--- config.mk ---
export PLATFORM = sky130hd
export DESIGN_NAME = dct2_direct_1d
export DESIGN_NICKNAME = d
export VERILOG_FILES = /design/src/sv/dct2d_pkg.sv /design/src/sv/dct2d_scale_round.sv /design/src/sv/dct2_direct_1d.sv
export SDC_FILE = /design/constraint.sdc
export NUM_CORES = 2
export LEC_CHECK = 0
export BUFFER_PORTS_ARGS = -buffer_cell sky130_fd_sc_hd__buf_4
export CORE_MARGIN = 2
export CORE_UTILIZATION = 45
export CTS_BUF_LIST = sky130_fd_sc_hd__clkbuf_4 sky130_fd_sc_hd__clkbuf_8
export DETAILED_ROUTE_END_ITERATION = 10
export GPL_TIMING_DRIVEN = 0
export PLACE_DENSITY = 0.61
export REMOVE_ABC_BUFFERS = 1
export SLEW_MARGIN = 30
export SYNTH_ARGS = -nofsm -noshare
export SYNTH_HDL_FRONTEND = slang
export SYNTH_SLANG_ARGS = --single-unit
--- constraint.sdc ---
create_clock -name clk -period 19.6 [get_ports clk]
set_clock_uncertainty 0.15 [all_clocks]
set_input_delay 0.98 -clock clk [delete_from_list [all_inputs] [get_ports clk]]
set_output_delay 0.98 -clock clk [all_outputs]
set_load 0.01 [all_outputs]
--- src/sv/dct2d_pkg.sv ---
// ----------------------------------------------------------------------------
// DCT-II package
// Frame length, field widths, the quarter-wave cosine ROM and shared types
// for the direct 1-D DCT-II block.
// ----------------------------------------------------------------------------
package dct2d_pkg;

	localparam int FRAME_LENGTH = 64;

	localparam int K_W = $clog2(FRAME_LENGTH);
	localparam int M_W = $clog2(4 * FRAME_LENGTH);
	localparam int J_W = $clog2(FRAME_LENGTH + 1);

	localparam int SAMPLE_W = 16;
	localparam int COS_W = 16;
	localparam int PROD_W = SAMPLE_W + COS_W + 1;
	localparam int ACC_W = 48;
	localparam int SCALE_W = 16;
	localparam int COEF_W = 32;
	localparam int COEF_INDEX_W = 6;
	localparam int COS_FRAC = 15;
	localparam int SCALE_FRAC = 12;

	localparam logic [SCALE_W-1:0] SCALE_RESET = 16'd4096;

	localparam longint unsigned PI_Q30 = 64'd3373259426;
	localparam longint unsigned ONE_Q30 = 64'd1073741824;
	localparam int TAYLOR_TERMS = 8;

	typedef longint unsigned taylor_div_t [1:TAYLOR_TERMS];
	localparam taylor_div_t TAYLOR_DIV = '{64'd2, 64'd12, 64'd30, 64'd56,
		64'd90, 64'd132, 64'd182, 64'd240};

	typedef logic [COS_W-1:0] cos_rom_t [0:FRAME_LENGTH];
	typedef logic [COEF_INDEX_W-1:0] coef_index_t;

	typedef struct packed {
		logic        valid;
		logic        last;
		coef_index_t index;
	} coef_tag_t;

	// Entry j holds cos(pi*j/(2N)) in Q1.15 from a Q2.30 Taylor series.
	function automatic cos_rom_t build_cos_rom();
		cos_rom_t        rom;
		longint unsigned x;
		longint unsigned x2;
		longint unsigned term;
		longint signed   sum;
		longint signed   r;
		for (int j = 0; j <= FRAME_LENGTH; j++) begin
			x = (PI_Q30 * 64'(j)) / (2 * FRAME_LENGTH);
			x2 = (x * x) >> 30;
			term = ONE_Q30;
			sum = longint'(ONE_Q30);
			for (int i = 1; i <= TAYLOR_TERMS; i++) begin
				term = ((term * x2) >> 30) / TAYLOR_DIV[i];
				if (i[0]) begin
					sum = sum - longint'(term);
				end else begin
					sum = sum + longint'(term);
				end
			end
			if (sum < 0) begin
				sum = 0;
			end
			r = (sum + 16384) >>> 15;
			if (r > 32767) begin
				r = 32767;
			end
			rom[j] = COS_W'(r);
		end
		return rom;
	endfunction

	localparam cos_rom_t COS_ROM = build_cos_rom();

endpackage

--- src/sv/dct2d_scale_round.sv ---
// ----------------------------------------------------------------------------
// DCT-II output scaler
// Multiplies a finished sum by the Q4.12 gain in two partial products,
// rounds half up and saturates to a signed 32-bit coefficient.
// ----------------------------------------------------------------------------
module dct2d_scale_round (
	input  logic                                      clk,
	input  logic                                      arst_n,
	input  logic signed [dct2d_pkg::ACC_W-1:0]        acc,
	input  dct2d_pkg::coef_tag_t                      tag,
	input  logic [dct2d_pkg::SCALE_W-1:0]             scale,
	output logic                                      coef_valid,
	output logic signed [dct2d_pkg::COEF_W-1:0]       coefficient,
	output logic [dct2d_pkg::COEF_INDEX_W-1:0]        coef_index,
	output logic                                      last_coef
);

	localparam int LO_W = dct2d_pkg::ACC_W / 2;
	localparam int HI_W = dct2d_pkg::ACC_W - LO_W;
	localparam int PP_LO_W = LO_W + dct2d_pkg::SCALE_W;
	localparam int PP_HI_W = HI_W + dct2d_pkg::SCALE_W + 1;
	localparam int TOTAL_W = dct2d_pkg::ACC_W + dct2d_pkg::SCALE_W;
	localparam int FRAC_W = dct2d_pkg::COS_FRAC + dct2d_pkg::SCALE_FRAC;
	localparam int QUO_W = TOTAL_W - FRAC_W;
	localparam int COEF_W = dct2d_pkg::COEF_W;

	localparam logic signed [TOTAL_W-1:0] ROUND_HALF = TOTAL_W'(1) <<< (FRAC_W - 1);
	localparam logic signed [COEF_W-1:0] COEF_MAX = {1'b0, {(COEF_W-1){1'b1}}};
	localparam logic signed [COEF_W-1:0] COEF_MIN = {1'b1, {(COEF_W-1){1'b0}}};

	logic [PP_LO_W-1:0]         pp_lo_s1;
	logic signed [PP_HI_W-1:0]  pp_hi_s1;
	logic signed [TOTAL_W-1:0]  total_s2;
	dct2d_pkg::coef_tag_t       tag_s1;
	dct2d_pkg::coef_tag_t       tag_s2;
	logic signed [TOTAL_W-1:0]  rounded;
	logic [QUO_W-1:0]           quo;
	logic signed [COEF_W-1:0]   coef_sat;

	always_comb begin
		rounded = total_s2 + ROUND_HALF;
		quo = rounded[TOTAL_W-1:FRAC_W];
		if (quo[QUO_W-1:COEF_W-1] == '0 || quo[QUO_W-1:COEF_W-1] == '1) begin
			coef_sat = quo[COEF_W-1:0];
		end else if (quo[QUO_W-1]) begin
			coef_sat = COEF_MIN;
		end else begin
			coef_sat = COEF_MAX;
		end
	end

	always_ff @(posedge clk or negedge arst_n) begin
		if (!arst_n) begin
			tag_s1 <= '0;
			tag_s2 <= '0;
			coef_valid <= 1'b0;
		end else begin
			tag_s1 <= tag;
			tag_s2 <= tag_s1;
			coef_valid <= tag_s2.valid;
		end
	end

	always_ff @(posedge clk) begin
		pp_lo_s1 <= PP_LO_W'(acc[LO_W-1:0]) * PP_LO_W'(scale);
		pp_hi_s1 <= PP_HI_W'($signed(acc[dct2d_pkg::ACC_W-1:LO_W]))
			* PP_HI_W'($signed({1'b0, scale}));
		total_s2 <= (TOTAL_W'(pp_hi_s1) <<< LO_W) + TOTAL_W'(pp_lo_s1);
		coefficient <= coef_sat;
		coef_index <= tag_s2.index;
		last_coef <= tag_s2.last;
	end

endmodule

--- src/sv/dct2_direct_1d.sv ---
// ----------------------------------------------------------------------------
// Direct 1-D DCT-II
// Stores a frame of samples, then computes every coefficient as a dot
// product with a cosine row on one shared multiply-accumulate unit.
// ----------------------------------------------------------------------------
// Usage:
// An item (one sample) is taken at a clock edge with start high and busy
// low. Samples of a frame are taken one per cycle while the block is idle.
// The item that completes a frame of N = 64 samples raises busy, and the
// block then issues N*N multiply-accumulates, one per cycle, through a
// single 16x17 multiplier fed by the sample memory and the cosine ROM.
// Coefficients leave in order of k after the last sample, one strobe
// cycle each on coef_valid, with coef_index = k and last_coef
// on k = N-1; busy falls after that final strobe, and no sample of the
// next frame is taken until then.
// The receiver cannot stall: every strobed coefficient must be taken.
// The gain is written on the cfg channel, which is ready only while idle.
// Reset clears the fill count, the sequencer and sets the gain to 1.0;
// the sample memory is not cleared.
// ----------------------------------------------------------------------------
module dct2_direct_1d (
	input  logic                                      clk,
	input  logic                                      arst_n,
	input  logic                                      start,
	output logic                                      busy,
	input  logic signed [dct2d_pkg::SAMPLE_W-1:0]     sample,
	input  logic                                      cfg_valid,
	output logic                                      cfg_ready,
	input  logic [dct2d_pkg::SCALE_W-1:0]             cfg_data,
	output logic                                      coef_valid,
	output logic signed [dct2d_pkg::COEF_W-1:0]       coefficient,
	output logic [dct2d_pkg::COEF_INDEX_W-1:0]        coef_index,
	output logic                                      last_coef
);

	localparam int K_W = dct2d_pkg::K_W;
	localparam int M_W = dct2d_pkg::M_W;
	localparam int J_W = dct2d_pkg::J_W;
	localparam int N = dct2d_pkg::FRAME_LENGTH;

	localparam logic [K_W-1:0] LAST_IDX = K_W'(N - 1);
	localparam logic [M_W-1:0] ONE_N = M_W'(N);
	localparam logic [M_W-1:0] TWO_N = M_W'(2 * N);
	localparam logic [M_W-1:0] THREE_N = M_W'(3 * N);
	localparam logic [M_W:0] FOUR_N = (M_W + 1)'(4 * N);

	typedef enum logic [1:0] {
		ST_FILL,
		ST_ISSUE,
		ST_DRAIN
	} state_t;

	typedef struct packed {
		logic                   valid;
		logic                   first;
		logic                   last;
		dct2d_pkg::coef_index_t index;
	} mac_tag_t;

	state_t state_q;
	logic [K_W-1:0] fill_q;
	logic [K_W-1:0] k_q;
	logic [K_W-1:0] n_q;
	logic [M_W-1:0] m_q;
	logic [M_W-1:0] step_q;
	logic [dct2d_pkg::SCALE_W-1:0] scale_q;

	logic signed [dct2d_pkg::SAMPLE_W-1:0] store_mem [0:N-1];

	logic signed [dct2d_pkg::SAMPLE_W-1:0] sample_s1;
	logic signed [dct2d_pkg::COS_W:0]      cos_s1;
	mac_tag_t                              tag_s1;
	logic signed [dct2d_pkg::PROD_W-1:0]   prod_s2;
	mac_tag_t                              tag_s2;
	logic signed [dct2d_pkg::ACC_W-1:0]    acc_q;
	logic signed [dct2d_pkg::ACC_W-1:0]    done_acc_q;
	dct2d_pkg::coef_tag_t                  done_tag_q;

	logic [M_W:0]   m_sum;
	logic [M_W:0]   m_wrap;
	logic [M_W-1:0] k_inc;
	logic [J_W-1:0] j_sel;
	logic           neg_sel;
	logic [dct2d_pkg::COS_W-1:0]          cos_mag;
	logic signed [dct2d_pkg::COS_W:0]     cos_signed;
	logic signed [dct2d_pkg::ACC_W-1:0]   acc_sum;

	assign busy = (state_q != ST_FILL);
	assign cfg_ready = !busy;

	always_comb begin
		m_sum = {1'b0, m_q} + {1'b0, step_q};
		m_wrap = (m_sum >= FOUR_N) ? (m_sum - FOUR_N) : m_sum;
		k_inc = M_W'(k_q) + M_W'(1);
		if (m_q <= ONE_N) begin
			j_sel = J_W'(m_q);
			neg_sel = 1'b0;
		end else if (m_q < TWO_N) begin
			j_sel = J_W'(TWO_N - m_q);
			neg_sel = 1'b1;
		end else if (m_q < THREE_N) begin
			j_sel = J_W'(m_q - TWO_N);
			neg_sel = 1'b1;
		end else begin
			j_sel = J_W'(FOUR_N - {1'b0, m_q});
			neg_sel = 1'b0;
		end
		cos_mag = dct2d_pkg::COS_ROM[j_sel];
		cos_signed = neg_sel ? -$signed({1'b0, cos_mag}) : $signed({1'b0, cos_mag});
		acc_sum = (tag_s2.first ? '0 : acc_q) + dct2d_pkg::ACC_W'(prod_s2);
	end

	always_ff @(posedge clk or negedge arst_n) begin
		if (!arst_n) begin
			state_q <= ST_FILL;
			fill_q <= '0;
			k_q <= '0;
			n_q <= '0;
			m_q <= '0;
			step_q <= '0;
			scale_q <= dct2d_pkg::SCALE_RESET;
			tag_s1 <= '0;
			tag_s2 <= '0;
			done_tag_q <= '0;
		end else begin
			if (cfg_valid && cfg_ready) begin
				scale_q <= cfg_data;
			end
			case (state_q)
				ST_FILL: begin
					if (start) begin
						if (fill_q == LAST_IDX) begin
							fill_q <= '0;
							k_q <= '0;
							n_q <= '0;
							m_q <= '0;
							step_q <= '0;
							state_q <= ST_ISSUE;
						end else begin
							fill_q <= fill_q + K_W'(1);
						end
					end
				end
				ST_ISSUE: begin
					if (n_q == LAST_IDX) begin
						n_q <= '0;
						if (k_q == LAST_IDX) begin
							state_q <= ST_DRAIN;
						end else begin
							k_q <= k_q + K_W'(1);
							m_q <= k_inc;
							step_q <= k_inc << 1;
						end
					end else begin
						n_q <= n_q + K_W'(1);
						m_q <= M_W'(m_wrap);
					end
				end
				ST_DRAIN: begin
					if (coef_valid && last_coef) begin
						state_q <= ST_FILL;
					end
				end
				default: begin
					state_q <= ST_FILL;
				end
			endcase
			tag_s1.valid <= (state_q == ST_ISSUE);
			tag_s1.first <= (n_q == '0);
			tag_s1.last <= (n_q == LAST_IDX);
			tag_s1.index <= dct2d_pkg::coef_index_t'(k_q);
			tag_s2 <= tag_s1;
			done_tag_q.valid <= tag_s2.valid && tag_s2.last;
			done_tag_q.last <= (tag_s2.index == dct2d_pkg::coef_index_t'(LAST_IDX));
			done_tag_q.index <= tag_s2.index;
		end
	end

	always_ff @(posedge clk) begin
		if (state_q == ST_FILL && start) begin
			store_mem[fill_q] <= sample;
		end
		sample_s1 <= store_mem[n_q];
	end

	always_ff @(posedge clk) begin
		cos_s1 <= cos_signed;
		prod_s2 <= sample_s1 * cos_s1;
		if (tag_s2.valid) begin
			acc_q <= acc_sum;
			if (tag_s2.last) begin
				done_acc_q <= acc_sum;
			end
		end
	end

	dct2d_scale_round u_scale_round (
		.clk         (clk),
		.arst_n      (arst_n),
		.acc         (done_acc_q),
		.tag         (done_tag_q),
		.scale       (scale_q),
		.coef_valid  (coef_valid),
		.coefficient (coefficient),
		.coef_index  (coef_index),
		.last_coef   (last_coef)
	);

	a_coef_only_busy: assert property (@(posedge clk) disable iff (!arst_n)
		coef_valid |-> busy)
		else $error("coefficient strobed while idle");

	a_coef_spacing: assert property (@(posedge clk) disable iff (!arst_n)
		coef_valid && !last_coef |=> !coef_valid)
		else $error("coefficient strobes back to back");

	a_fill_cleared: assert property (@(posedge clk) disable iff (!arst_n)
		state_q == ST_ISSUE |-> fill_q == '0)
		else $error("fill count not cleared during computation");

	a_busy_holds: assert property (@(posedge clk) disable iff (!arst_n)
		busy && !(coef_valid && last_coef) |=> busy)
		else $error("busy fell before final coefficient");

endmodule

==> After elaboration in Yosys (flattened, before gate mapping) <==
Memories as Yosys holds them, arrays and structs flattened. A register that Yosys moved wholly into a read port is not among the register bits.
Cells that the tools add are included.
{ "word_totals": {"mem_bits_ro": 2048, "memories": 2, "mem_bits_rw": 1024, "ff_bits": 424} }
{ "op_classes": {"n_lt_le_gt_ge": 5, "mux": 37, "n_reduce_logical": 17, "eq_ne": 14, "bitwise_logic": 1, "multipliers": 3, "n_addsub": 13} }
{ "mem_list": {"columns": ["memory", "depth", "word_bits", "read_ports", "rd_clocked_by_memory_dff", "wr", "line", "source"], "rows": [
  ["(name not given)", 128, 16, 1, 0, 0, "dct2_direct_1d.sv:108", "cos_mag = dct2d_pkg::COS_ROM[j_sel];"],
  ["store_mem", 64, 16, 1, 1, 1, "dct2_direct_1d.sv:68", "logic signed [dct2d_pkg::SAMPLE_W-1:0] store_mem [0:N-1];"]
]} }
{ "op_table": {"columns": ["operator", "n"], "rows": [
  ["$add A64 B28 Y64 const B", 1],
  ["$add A64 B40 Y64", 1],
  ["$mux W32", 2],
  ["$mux W8", 7],
  ["$add A48 B48 Y48", 1],
  ["$mux W16", 3],
  ["$mux W48", 1],
  ["$mul A24 B16 Y40", 1],
  ["$mul A24 B17 Y40", 1],
  ["$mux W6", 6],
  ["$mul A16 B17 Y33", 1],
  ["$pmux W8 S2", 2],
  ["$eq A6 B6 Y1 const B", 5],
  ["$pmux W6 S2", 2],
  ["$mux W7", 3],
  ["$add A6 B1 Y6 const B", 3],
  ["$neg A16 Y17", 1],
  ["$lt A8 B8 Y1 const B", 2],
  ["$sub A1 B7 Y7 const A", 2],
  ["$logic_not A6 Y1", 2],
  ["$ne A2 B2 Y1 const B", 6],
  ["$mux W2", 5],
  ["$reduce_and A5 Y1", 2],
  ["$add A8 B8 Y9", 1],
  ["other kinds (20)", 29]
]} }

==> Logic depth before layout (Yosys ltp) <==
{ "logic_depth": {"ltp_word": 10, "depth_mapped": 26, "depth_no_buf": 25} }

==> Cells and area by module <==
A second synthesis with hierarchy kept.
{ "unflattened": {"cells_unflattened": 7233, "area_unflattened_um2": 92059.5} }
{ "modules_own_cells": {"columns": ["mod", "cells_each", "area_per_inst_um2", "instances"], "rows": [
  ["dct2_direct_1d", 3844, 61396.4, 1],
  ["dct2d_scale_round", 3389, 30663.2, 1]
]} }

==> Worst setup path after synthesis <==
No wires, ideal clock.
{ "synth_timing": {"path_kind": "flip-flop to flip-flop", "start": "reg scale_q[8] in the netlist's numbering", "end": "reg u_scale_round.pp_hi_s1[39]", "path_buffers": 2, "slack_ns": 12.983, "arrival_time_ns": 6.395, "setup_ns": 0.072, "synth_period_minus_slack_ns": 6.617, "path_stages_with_launch": 26, "required_ns": 19.378, "cell_sequence": "dfrtp_1 > clkbuf_1 > clkbuf_1 > nand2_1 > fa_1 > inv_1 > fa_1 > inv_1 > fa_1 > inv_1 > fa_1 > fa_1 > inv_1 > fa_1 > inv_1 > ha_1 > o21a_1 > a211oi_1 > o2bb2ai_1 > a2111oi_0 > o31a_1 > o21ai_0 > a2111oi_0 > o21bai_1 > a21oi_1 > xnor2_1"} }
{ "synth_between": {"elab_chain_cells": 1} }
{ "synth_lines": {"columns": ["item", "line", "source"], "rows": [
  ["start, declared", "dct2_direct_1d.sv:66", "logic [dct2d_pkg::SCALE_W-1:0] scale_q;"],
  ["start signal, assigned", "dct2_direct_1d.sv:121", "scale_q <= dct2d_pkg::SCALE_RESET;"],
  ["start signal, assigned", "dct2_direct_1d.sv:127", "scale_q <= cfg_data;"],
  ["$mul A24 B17 Y40", "dct2d_scale_round.sv:67", "* PP_HI_W'($signed({1'b0, scale}));"],
  ["end signal, assigned", "dct2d_scale_round.sv:66", "pp_hi_s1 <= PP_HI_W'($signed(acc[dct2d_pkg::ACC_W-1:LO_W]))"],
  ["end, declared", "dct2d_scale_round.sv:32", "logic signed [PP_HI_W-1:0] pp_hi_s1;"]
]} }
Every way passes these cells.
A chain may end at the register's enable or synchronous reset.

==> Worst setup path in the final report <==
{ "layout_timing": {"start": "reg scale_q[12] in the netlist's numbering", "end": "reg u_scale_round.pp_hi_s1[39]"} }
Same word-level chain as after synthesis.

==> flow_metrics.env <==
export IMPL_drt_iter0_markers=3816
export IMPL_timing_hold_ws_ns=0.1914
export IMPL_coreArea_sq_um=202100
export IMPL_timing_rr_start="scale_q[12]"
export IMPL_synth_edf_count=1120
export IMPL_postSynth_asyncResetShare_pct=6.254
export IMPL_synth_distinct_cells=97
export IMPL_wl_per_cell_microns=20.74
export IMPL_worstPathArrival_ns=8.79
export IMPL_maxCapViolations=0
export IMPL_worstHoldStart="tag_s1[6]"
export IMPL_clockRootBuffer="clkbuf_8"
export IMPL_worstSetupStartpoint="scale_q[12]"
export IMPL_fin_crit_sh_pct=41.59
export IMPL_grt_pass1_vias=58840
export IMPL_yosysSeqAreaShare_pct=43.52
export IMPL_synth_cells=7169
export IMPL_initial_core_util_pct=45.27
export IMPL_area_delta_synth_final_pct=10.99
export IMPL_die_area_sq_um=206900
export IMPL_ys_ff_latch=1407
export IMPL_num_io_pins=78
export IMPL_htree_levels=4
export IMPL_dp_cells=9701
export IMPL_drtAntennaViolNets=0
export IMPL_outcome="finished, final reports clean"
export IMPL_synth_area_leaders="edfxtp_1 (37%), fa_1 (21%), mux4_2 (8.3%), ha_1 (5.2%), inv_1 (4.9%)"
export IMPL_path_class="flop to flop"
export IMPL_routabilityCongestion=0.8527
export IMPL_grt_pass1_wl_microns=336000
export IMPL_cp_max_fo=49
export IMPL_netlist_area_leader_share_pct=36.76
export IMPL_hold_path_class="flop to flop"
export IMPL_finalSetupTns_ns=0
export IMPL_cp_required_ns=20.24
export IMPL_grt_util_all_layers_pct=21.05
export IMPL_clock_sinks=1407
export IMPL_synthesis_area_sq_um=91490
export IMPL_cts_buffers=225
export IMPL_setup_violations=0
export IMPL_drv_slew=0
export IMPL_io_buffers=77
export IMPL_tightest_slew_ns=1.001
export IMPL_cts_buffer_depth=3
export IMPL_grt_overflow=0
export IMPL_cts_tree="yes"
export IMPL_fin_crit_ns=8.152
export IMPL_wl_microns=210200
export IMPL_layout_drive_gt1_share_pct=13.81
export IMPL_synth_avg_cell_area_sq_um=12.76
export IMPL_viasPerCell=5.326
export IMPL_fillers=17280
export IMPL_hpwl_microns=146500
export IMPL_grt_max_degree=89
export IMPL_clock_fmax_mhz=122.7
export IMPL_die_w_microns=454.9
export IMPL_ys_warn_count=0
export IMPL_cts_clk_slew_worst_paths_ns=0.06
export IMPL_vias=54000
export IMPL_fin_cells=10140
export IMPL_die_h_microns=454.9
export IMPL_antenna_found_initial=5
export IMPL_cts_resized=0
export IMPL_cp_end_kind="flop"
export IMPL_rows=165
export IMPL_drcViolationCount=0
export IMPL_finalHoldViolations=0
export IMPL_grt_setup_unrepaired="false"
export IMPL_cp_start_kind="flop"
export IMPL_clk_latency_ns=1.01
export IMPL_ys_flop_type="edfxtp_1"
export IMPL_slew_headroom_pct=32.95
export IMPL_nNetsFinal=8643
export IMPL_yosysTopAreaCell="edfxtp_1"
export IMPL_first_pass_iters=6
-- worst paths after layout --
check                                             end  slack, ns  depth (start not counted)
setup / recovery           u_scale_round.pp_hi_s1[39]      11.45                         22
max in group asynchronous                 scale_q[12]      18.36                          3
hold / removal                              tag_s2[6]       0.19                          0
setup reg to reg           u_scale_round.pp_hi_s1[39]      11.45                         22
hold reg to reg                             tag_s2[6]       0.19                          0
min in group asynchronous                   fill_q[4]       0.29                          2
-- what timing repair did --
item,in CTS,in global routing
setup buffers,0,0
endpoints found under the hold margin,103,0
hold buffers,17,0
-- cell usage after synthesis (9+ instances only) --
master and count:
nand2_1 753, mux2_2 19, nor2_1 225, o21ai_1 11, xnor2_1 165, nand4_1 20, ha_1 378, nand2b_1 32
fa_1 955, xor2_1 63, dfrtp_1 87, or2_2 10, mux4_2 337, o21a_1 21, o21ai_0 124, nor3_1 46
and4_1 9, buf_2 19, a21oi_1 187, nor2b_1 65, dfxtp_1 199, buf_1 23, edfxtp_1 1120, and2_1 427
nand3_1 69, clkbuf_1 262, a31oi_1 21, o211ai_1 18, o21bai_1 13, a21o_1 69, inv_1 1183, a211oi_1 24
and3_1 49
-- cell families (layout without fill, tap and decap cells) --
kind of cell	count (synthesis)	count (layout)	synth area share, %
AO/OA/AOI/OAI	581	581	4.037
XOR/XNOR	232	232	2.266
adder cells (fa/ha/maj)	1333	1333	26.07
buffers and inverters	1492	1783	6.159
flip-flops	1407	1407	43.52
multiplexers	364	364	8.617
other	0	6	0
AND/OR/NAND/NOR	1760	1760	9.333
-- metal layers --
layer / vias up / share of wire, % / GRT usage, %
met5: - / 0.020 / 0
met4: 6 / 2.6 / 6.281
met3: 375 / 5.0 / 2.888
met2: 1453 / 51 / 37.05
met1: 28000 / 41 / 27.06
li1: 24160 / - / -
-- flip-flops by register name (all words and copies together), names as in the netlist, 2 cells and up --
name and cells:
scale_q 16, fill_q 6, u_scale_round.coefficient 32, cos_s1 17, u_scale_round.tag_s2 8, prod_s2 33
k_q 5, u_scale_round.tag_s1 8, n_q 6, store_mem 1024, u_scale_round.pp_hi_s1 40, step_q 2
tag_s2 9, u_scale_round.pp_lo_s1 16, u_scale_round.total_s2 38, done_acc_q 48, done_tag_q 8, m_q 8
acc_q 48, state_q 2, u_scale_round.coef_index 6, sample_s1 16, tag_s1 9
-- worst max-delay path: stages, from the launching register on --
cell and delay, ns:
dfstp_4 1.08, nand2_1 0.18, fa_1 0.55, inv_1 0.06
fa_1 0.55, fa_1 0.43, fa_1 0.46, fa_1 0.50
inv_1 0.05, fa_1 0.48, inv_1 0.05, ha_1 0.37
a21o_1 0.19, a21o_1 0.17, a21oi_1 0.15, nor2_1 0.06
a2111oi_0 0.56, o31a_1 0.26, o21ai_0 0.27, a2111oi_0 0.64
o21bai_1 0.20, a21oi_1 0.21, xnor2_1 0.24
-- cell usage in the layout, fill, tap and decap left out, types with 124 or more instances in the layout --
master | synthesis | layout
inv_1 | 1183 | 1183
edfxtp_1 | 1120 | 1120
fa_1 | 955 | 955
nand2_1 | 753 | 752
and2_1 | 427 | 426
ha_1 | 378 | 378
mux4_2 | 337 | 337
clkbuf_8 | 0 | 235
dfxtp_1 | 199 | 199
a21oi_1 | 187 | 186
xnor2_1 | 165 | 164
nor2_1 | 225 | 162
o21ai_0 | 124 | 124
-- cell type report --
| class | instances | area, sq um | share of cell area [%] |
|---|---|---|---|
| multi-input combinational | 4270 | 46530 | 45.82 |
| sequential | 1407 | 39900 | 39.30 |
| inverter | 1186 | 4452 | 4.384 |
| clock buffer | 301 | 3730 | 3.673 |
| tap | 2672 | 3343 | 3.292 |
| timing repair buffer | 184 | 2600 | 2.560 |
| clock inverter | 112 | 972.2 | 0.9574 |
| antenna | 6 | 15.01 | 0.01479 |
-- metrics by stage --
stage | area, sq um | utilization, % | worst slack [ns]
detailed placement | 96630 | 47.81 | 11.50
global route | 101500 | 50.24 | 11.08
finish | 101500 | 50.24 | 11.45
global placement | 94230 | 46.62 | 2.465
floorplan | 90310 | - | 7.486
CTS | 101500 | 50.22 | 11.46
Power is not shown: default switching activity piles up to over one toggle a cycle in this logic, so the estimate is an artifact.
